### config.mk
export PLATFORM = sky130hd
export DESIGN_NAME = checked_adc_frame_parser_unit
export DESIGN_NICKNAME = d
export VERILOG_FILES = /design/src/design/cafp_pkg.sv /design/src/design/checked_adc_frame_parser_unit.sv
export SDC_FILE = /design/constraint.sdc
export NUM_CORES = 1
export LEC_CHECK = 0
export ABC_AREA = 1
export BUFFER_PORTS_ARGS = -buffer_cell sky130_fd_sc_hd__buf_4
export CAP_MARGIN = 20
export CORE_ASPECT_RATIO = 2
export CORE_MARGIN = 1
export CORE_UTILIZATION = 50
export DETAILED_ROUTE_END_ITERATION = 8
export GPL_ROUTABILITY_DRIVEN = 0
export HOLD_SLACK_MARGIN = 0.08
export PLACE_DENSITY_LB_ADDON = 0.12
export SLEW_MARGIN = 40
export SYNTH_ARGS = -nofsm -noshare
export SYNTH_HDL_FRONTEND = slang
export SYNTH_SLANG_ARGS = --single-unit
### constraint.sdc
create_clock -name clk -period 4.3 [get_ports clk]
set_clock_uncertainty 0.05 [all_clocks]
set_input_delay 0.215 -clock clk [delete_from_list [all_inputs] [get_ports clk]]
set_output_delay 0.215 -clock clk [all_outputs]
set_load 0.1 [all_outputs]
### src/design/cafp_pkg.sv
package cafp_pkg;

    typedef enum logic [1:0] {
        PH_HUNT   = 2'd0,
        PH_SECOND = 2'd1,
        PH_RECORD = 2'd2
    } phase_t;

    localparam logic [0:0] CFG_SYNC_FIRST  = 1'b0;
    localparam logic [0:0] CFG_SYNC_SECOND = 1'b1;

    localparam logic [7:0] SYNC_FIRST_RESET  = 8'h7A;
    localparam logic [7:0] SYNC_SECOND_RESET = 8'h65;

    localparam logic [3:0] NIB_CH0 = 4'h1;
    localparam logic [3:0] NIB_CH1 = 4'h2;
    localparam logic [3:0] NIB_CH2 = 4'h4;

    localparam logic [1:0] POS_HIGH   = 2'd0;
    localparam logic [1:0] POS_LOW    = 2'd1;
    localparam logic [1:0] POS_WEIGHT = 2'd2;
    localparam logic [1:0] POS_PARITY = 2'd3;

    typedef struct packed {
        logic [1:0]  channel;
        logic [11:0] value;
        logic        check_ok;
        logic        frame_end;
    } result_t;

endpackage

### src/design/checked_adc_frame_parser_unit.sv
// Frame parser for a checked ADC byte stream. One received byte is taken per
// cycle while the input is not stalled; a byte passes through the input
// register, and a record's result is presented from the result register. The
// input stalls only while a finished result waits to be taken. Sync bytes and
// the record bytes other than the last give no result. Each record of
// RECORDS_PER_FRAME per frame gives one result carrying the channel, its
// register value, whether the popcount and parity checks passed, and an
// end-of-frame flag on the last record. The user must write the sync bytes
// through the cfg port only while the stream is idle; nothing here enforces it.
module checked_adc_frame_parser_unit
    import cafp_pkg::*;
#(
    parameter int RECORDS_PER_FRAME = 3
)
(
    input  logic        clk,
    input  logic        rst_n,
    input  logic        in_valid,
    output logic        in_stall,
    input  logic [7:0]  rx_byte,
    output logic        out_valid,
    input  logic        out_stall,
    output logic [1:0]  channel,
    output logic [11:0] value,
    output logic        check_ok,
    output logic        frame_end,
    input  logic        cfg_we,
    input  logic [1:0]  cfg_index,
    input  logic [7:0]  cfg_data
);

    localparam logic [1:0] LAST_RECORD = 2'(RECORDS_PER_FRAME - 1);

    logic [7:0]  sync_first_reg, sync_second_reg;
    logic        in_valid_reg, in_valid_next;
    logic [7:0]  in_byte_reg;
    phase_t      phase_reg, phase_next;
    logic [1:0]  byte_pos_reg, byte_pos_next;
    logic [1:0]  record_index_reg, record_index_next;
    logic [1:0]  held_channel_reg, held_channel_next;
    logic [7:0]  held_high_reg, held_high_next;
    logic [7:0]  held_low_reg, held_low_next;
    logic [7:0]  held_weight_reg, held_weight_next;
    logic [11:0] channel_values_reg [3];
    logic        out_valid_reg, out_valid_next;
    result_t     result_reg, result_next;

    logic        advance;
    logic        process;
    logic        emit;
    logic        nib_ok;
    logic [1:0]  nib_channel;
    logic [4:0]  pop;
    logic [1:0]  par;
    logic        ok;
    logic [11:0] new_value;

    assign advance   = !out_valid_reg || !out_stall;
    assign process   = in_valid_reg && advance;
    assign in_stall  = in_valid_reg && !advance;
    assign in_valid_next = in_stall ? 1'b1 : in_valid;

    always_comb
    begin
        nib_ok      = 1'b1;
        nib_channel = 2'd0;
        case (in_byte_reg[7:4])
            NIB_CH0: nib_channel = 2'd0;
            NIB_CH1: nib_channel = 2'd1;
            NIB_CH2: nib_channel = 2'd2;
            default: nib_ok = 1'b0;
        endcase
    end

    // The check sees the popcount of both held bytes and the sum of their low bits.
    assign pop       = 5'($countones({held_high_reg, held_low_reg}));
    assign par       = {1'b0, held_high_reg[0]} + {1'b0, held_low_reg[0]};
    assign ok        = (held_weight_reg == {3'b000, pop}) && (in_byte_reg == {6'd0, par});
    assign new_value = {held_high_reg[3:0], held_low_reg};

    // Next state of the parser.
    always_comb
    begin
        phase_next        = phase_reg;
        byte_pos_next     = byte_pos_reg;
        record_index_next = record_index_reg;
        held_channel_next = held_channel_reg;
        held_high_next    = held_high_reg;
        held_low_next     = held_low_reg;
        held_weight_next  = held_weight_reg;
        emit              = 1'b0;
        case (phase_reg)
            PH_SECOND:
            begin
                byte_pos_next     = POS_HIGH;
                record_index_next = 2'd0;
                if (in_byte_reg == sync_second_reg)
                    phase_next = PH_RECORD;
                else if (in_byte_reg == sync_first_reg)
                    phase_next = PH_SECOND;
                else
                    phase_next = PH_HUNT;
            end
            PH_RECORD:
            begin
                case (byte_pos_reg)
                    POS_HIGH:
                    begin
                        if (nib_ok)
                        begin
                            held_channel_next = nib_channel;
                            held_high_next    = in_byte_reg;
                            byte_pos_next     = POS_LOW;
                        end
                        else
                        begin
                            // A bad channel nibble drops the frame; the byte may start a new one.
                            phase_next        = (in_byte_reg == sync_first_reg) ? PH_SECOND
                                                                                : PH_HUNT;
                            byte_pos_next     = POS_HIGH;
                            record_index_next = 2'd0;
                        end
                    end
                    POS_LOW:
                    begin
                        held_low_next = in_byte_reg;
                        byte_pos_next = POS_WEIGHT;
                    end
                    POS_WEIGHT:
                    begin
                        held_weight_next = in_byte_reg;
                        byte_pos_next    = POS_PARITY;
                    end
                    default:
                    begin
                        emit          = 1'b1;
                        byte_pos_next = POS_HIGH;
                        if (record_index_reg == LAST_RECORD)
                        begin
                            phase_next        = PH_HUNT;
                            record_index_next = 2'd0;
                        end
                        else
                            record_index_next = record_index_reg + 2'd1;
                    end
                endcase
            end
            default:
            begin
                phase_next        = (in_byte_reg == sync_first_reg) ? PH_SECOND : PH_HUNT;
                byte_pos_next     = POS_HIGH;
                record_index_next = 2'd0;
            end
        endcase
    end

    // Result assembled from the held record and the parity byte.
    always_comb
    begin
        result_next.channel   = held_channel_reg;
        result_next.value     = ok ? new_value : channel_values_reg[held_channel_reg];
        result_next.check_ok  = ok;
        result_next.frame_end = (record_index_reg == LAST_RECORD);
        if (process)
            out_valid_next = emit;
        else if (advance)
            out_valid_next = 1'b0;
        else
            out_valid_next = out_valid_reg;
    end

    always_ff @(posedge clk or negedge rst_n)
    begin
        if (!rst_n)
        begin
            sync_first_reg        <= SYNC_FIRST_RESET;
            sync_second_reg       <= SYNC_SECOND_RESET;
            in_valid_reg          <= 1'b0;
            phase_reg             <= PH_HUNT;
            byte_pos_reg          <= POS_HIGH;
            record_index_reg      <= 2'd0;
            held_channel_reg      <= 2'd0;
            held_high_reg         <= 8'd0;
            held_low_reg          <= 8'd0;
            held_weight_reg       <= 8'd0;
            channel_values_reg[0] <= 12'd0;
            channel_values_reg[1] <= 12'd0;
            channel_values_reg[2] <= 12'd0;
            out_valid_reg         <= 1'b0;
        end
        else
        begin
            if (cfg_we && cfg_index[1] == 1'b0)
            begin
                if (cfg_index[0] == CFG_SYNC_FIRST)
                    sync_first_reg <= cfg_data;
                else
                    sync_second_reg <= cfg_data;
            end
            in_valid_reg  <= in_valid_next;
            out_valid_reg <= out_valid_next;
            if (process)
            begin
                phase_reg        <= phase_next;
                byte_pos_reg     <= byte_pos_next;
                record_index_reg <= record_index_next;
                held_channel_reg <= held_channel_next;
                held_high_reg    <= held_high_next;
                held_low_reg     <= held_low_next;
                held_weight_reg  <= held_weight_next;
                if (emit && ok)
                    channel_values_reg[held_channel_reg] <= new_value;
            end
        end
    end

    always_ff @(posedge clk)
    begin
        if (!in_stall)
            in_byte_reg <= rx_byte;
        if (process && emit)
            result_reg <= result_next;
    end

    assign out_valid = out_valid_reg;
    assign channel   = result_reg.channel;
    assign value     = result_reg.value;
    assign check_ok  = result_reg.check_ok;
    assign frame_end = result_reg.frame_end;

endmodule

==> results.tsv <==
metric	value	unit
Synth Area in XOR/XNOR	2.451	%
Hold Path Class	input port to flop	
Die ar.	0.01189	mm²
met1 Resource Use GR	25.26	%
RSZ-0062 raised after global routing	true	
Mapped Area	0.005718	mm²
area share of fa/ha/maj cells after synthesis	6.127	%
total CTS buffers	9	
DRT Pass-1 Iters	5	
critical path's slowest cell	fa_2	
maximum clock path buffer count	2	
Pwr Density	316.2	mW/mm²
PortBufs	40	
Worst Hold Path Cells	3	
Core Area	0.01101	mm²
CTS tree	yes	
Sw Share	21.74	%
Slew @ Worst Pin	721.6	ps
global-route wire length before repair	21.25	mm
worst r2r src	held_low_reg[5]$_DFFE_PN0P_	
flops & latches, synth	110	
met2 global-route usage	43.53	%
Final Slew Violations	0	
Comb pwr share	5.5	%
layout cell share with drive strength beyond 1	21.78	%
FFs w/ async S/R, synth	78.18	%
Yosys warning count	0	
DRC viols	0	
VDD IR max	0.2392	mV
worst setup path class	flop to flop	
total global-route track usage	23.45	%
Final period util	104.7	%
post-synthesis mux area share	0	%
Post-Synth Simple-Gate Area	26.11	%
CTS H-tree lvls	3	
Synth Area in Compound Gates	5.514	%
worst relative slew slack	51.89	%
main combinational cell family by area after synthesis	simple AND/OR/NAND/NOR gates	
main flop type after synthesis	dfrtp_1	
HPWL after DPL	9.009	mm
antenna cells	0	
failing checks	setup timing	
CTS root buffer	clkbuf_16	
share of power burned in the clock network	42.1	%
Min-Delay Endpoint	sync_first_reg[1]$_DFFE_PN1P_	
hold_ws	91.66	ps
Antenna Nets Post-Route	0	
Mapped Nets	685	
Post-synth EDFFs	24	
slowest stage delay, CP	570	ps
WL/cell	15.10	µm
dpl ws	-273.4	ps
critical path's top delay family	adder cells	
post-synth top area share	33.70	%
clock-pin slew on the worst setup and hold paths	70	ps
row count	54	
reg2reg end	channel_values_reg[8]$_DFFE_PN0P_	
Die X	77.62	µm
syn avg cell area	8.934	µm²
Seq/Total Area, Yosys	50.44	%
outcome	finished with violations	
leak pwr	3.384	nW
grt peak-use layer	met2	
Clock Sinks	110	
CP dominant cell by count	fa_1	
Area growth syn-to-layout	19.74	%
Max-Cap Viols	0	
Worst EP required	4490	ps
Worst Path Buf+Inv	6	
type of destination of the critical path	flop	
Net count, final	747	
# IOs	41	
count of final hold-check violations	0	
hold path start	cfg_data[1]	
largest net degree at the start of global routing	56	
Cells after Synth	640	
GR Layer Usage met3	2.746	%
number of global-route vias before repair	4507	
Clk Latency, worst-skew pair	350	ps
Initial Utilization	51.92	%
ranking of synthesized cells by area	dfrtp_1, nand2_1, edfxtp_1	
final WL	12.79	mm
crit path DAT	4690	ps
fin worst setup slack	-203.3	ps
drt via density	5.241	
max reg flops	36	
library cells used by synthesis	30	
Crit Path Max Fanout	6	
final setup fails	48	
DRT iter0 DRCs	280	
Setup crit start kind	flop	
Sw Pwr	0.4706	mW
die height	153.2	µm
FF-to-FF path depth	20	
crit path time final	4503	ps
crit path cell chain	fa_1 -> inv_2 -> fa_1 -> inv_1 -> fa_1 -> inv_1 -> fa_1 -> inv_1 -> ha_2 -> fa_2 -> inv_2 -> nand2_2 -> nand2_2 -> nor2_4 -> nand3_2 -> nor2_4 -> nand4_4 -> clkbuf_16 -> nand2_2 -> nand2_1	
leading area contributor after synthesis	dfrtp_1	
fmax	222.1	MHz
initial antenna violation count	0	
Congestion Overflow GR	0	
Int Pwr	1.694	mW
vias	4439	
Reg2Reg Setup Slack	-200	ps
sequential fraction of design power	52.4	%
per-stage QoR:
| step | setup TNS [ps] | power [mW] | area [µm²] | util [%] | cells |
|---|---|---|---|---|---|
| detailed placement | -10780 | 1.265 | 6170 | 56.02 | 811 |
| global placement | -8623 | 1.260 | 6170 | 56.02 | 811 |
| finish | -7877 | 2.165 | 6847 | 62.17 | 847 |
| CTS | -7205 | 2.180 | 6693 | 60.77 | 844 |
| floorplan | -585.0 | 1.214 | 5732 | - | 640 |
| global route | -15440 | 2.241 | 6847 | 62.17 | 847 |
what timing repair did:
item                                   in CTS  in global routing
setup endpoints to repair                  48                 49
gates cloned                                0                  1
gates resized for setup                     9                 32
hold buffers                               16                  0
setup buffers                               1                  1
pin swaps                                   1                  0
endpoints found under the hold margin      66                  0
cells by family after synthesis:
family / after synthesis
DFF: 110
buffers and inverters: 111
xor gates and xnor gates: 16
AOI/OAI and AO/OA: 57
adders and majority gates: 22
and+or+nand+nor: 324
placed cells by master (no fill, tap or decap), types with 2 or more instances in the layout:
cell type / instances
nand3_1: 25
nand4_2: 2
inv_6: 3
a21oi_1: 4
nand2_1: 192
dfstp_2: 9
nor2_2: 4
inv_2: 4
buf_8: 2
fa_1: 9
xnor2_1: 16
bufinv_16: 2
o21ai_0: 44
ha_1: 11
buf_12: 4
nand2_4: 7
o21ai_2: 8
buf_4: 58
nand4_1: 39
nand4_4: 2
dlygate4sd3_1: 16
nand2_2: 25
nor2_1: 16
clkbuf_16: 10
inv_1: 76
dfrtp_1: 77
edfxtp_1: 24
nand3b_1: 2
nor2_4: 6
worst register-to-register path, cell delays in order, from the launching register on:
cell and delay [ps]:
dfrtp_1 430, fa_1 540, inv_2 50, fa_1 480, inv_1 50, fa_1 480, inv_1 50, fa_1 470
inv_1 40, ha_2 170, fa_2 570, inv_2 40, nand2_2 50, nand2_2 60, nor2_4 140, nand3_2 110
nor2_4 160, nand4_4 150, clkbuf_16 220, nand2_2 50, nand2_1 40
how the worst max path moves through the flow:
| stage | to | cells past startpoint | start |
|---|---|---|---|
| after floorplan | value[2]$_DFFE_PP_ | 20 | held_low_reg[3]$_DFFE_PN0P_ |
| after global placement | value[9]$_DFFE_PP_ | 18 | held_low_reg[5]$_DFFE_PN0P_ |
| after detailed placement | channel_values_reg[14]$_DFFE_PN0P_ | 18 | held_low_reg[3]$_DFFE_PN0P_ |
| after CTS | channel_values_reg[9]$_DFFE_PN0P_ | 20 | held_low_reg[3]$_DFFE_PN0P_ |
| after global routing | channel_values_reg[7]$_DFFE_PN0P_ | 20 | held_low_reg[5]$_DFFE_PN0P_ |
| final | channel_values_reg[8]$_DFFE_PN0P_ | 20 | held_low_reg[5]$_DFFE_PN0P_ |
synth_stat cells (2+ instances only):
library cell and n:
a21oi_1 5, buf_2 12, buf_4 3, buf_6 12
clkbuf_1 3, dfrtp_1 77, dfstp_2 9, edfxtp_1 24
fa_1 10, ha_1 12, inv_1 78, inv_2 2
nand2_1 214, nand2_2 10, nand3_1 25, nand3b_1 2
nand4_1 39, nand4_2 3, nor2_1 18, nor2_2 3
nor2_4 5, o21ai_0 44, o21ai_2 8, xnor2_1 16
layout make-up:
type,count,area [µm²]
Clock buffer,10,239.0
Fill cell,951,4167
Clock inverter,6,90.09
Tap cell,140,175.2
Timing Repair Buffer,81,730.7
Sequential cell,110,2884
Inverter,81,311.5
Multi-Input combinational cell,419,2416
per-layer routing:
layer,share of wire (%),vias up
li1,-,2157
met1,36,2124
met2,56,124
met3,3.1,34
met4,4.2,0
met5,0,-
power groups by stage:
stage               Sequential, mW  Combinational [mW]  Clock (mW)
CTS                           1.13               0.122       0.924
finish                        1.13               0.120       0.911
detailed placement            1.15               0.110           0
floorplan                     1.14              0.0746           0
global placement              1.15               0.106           0
global route                  1.14               0.137       0.966
No activity file was read; power rests on OpenSTA's default activity.
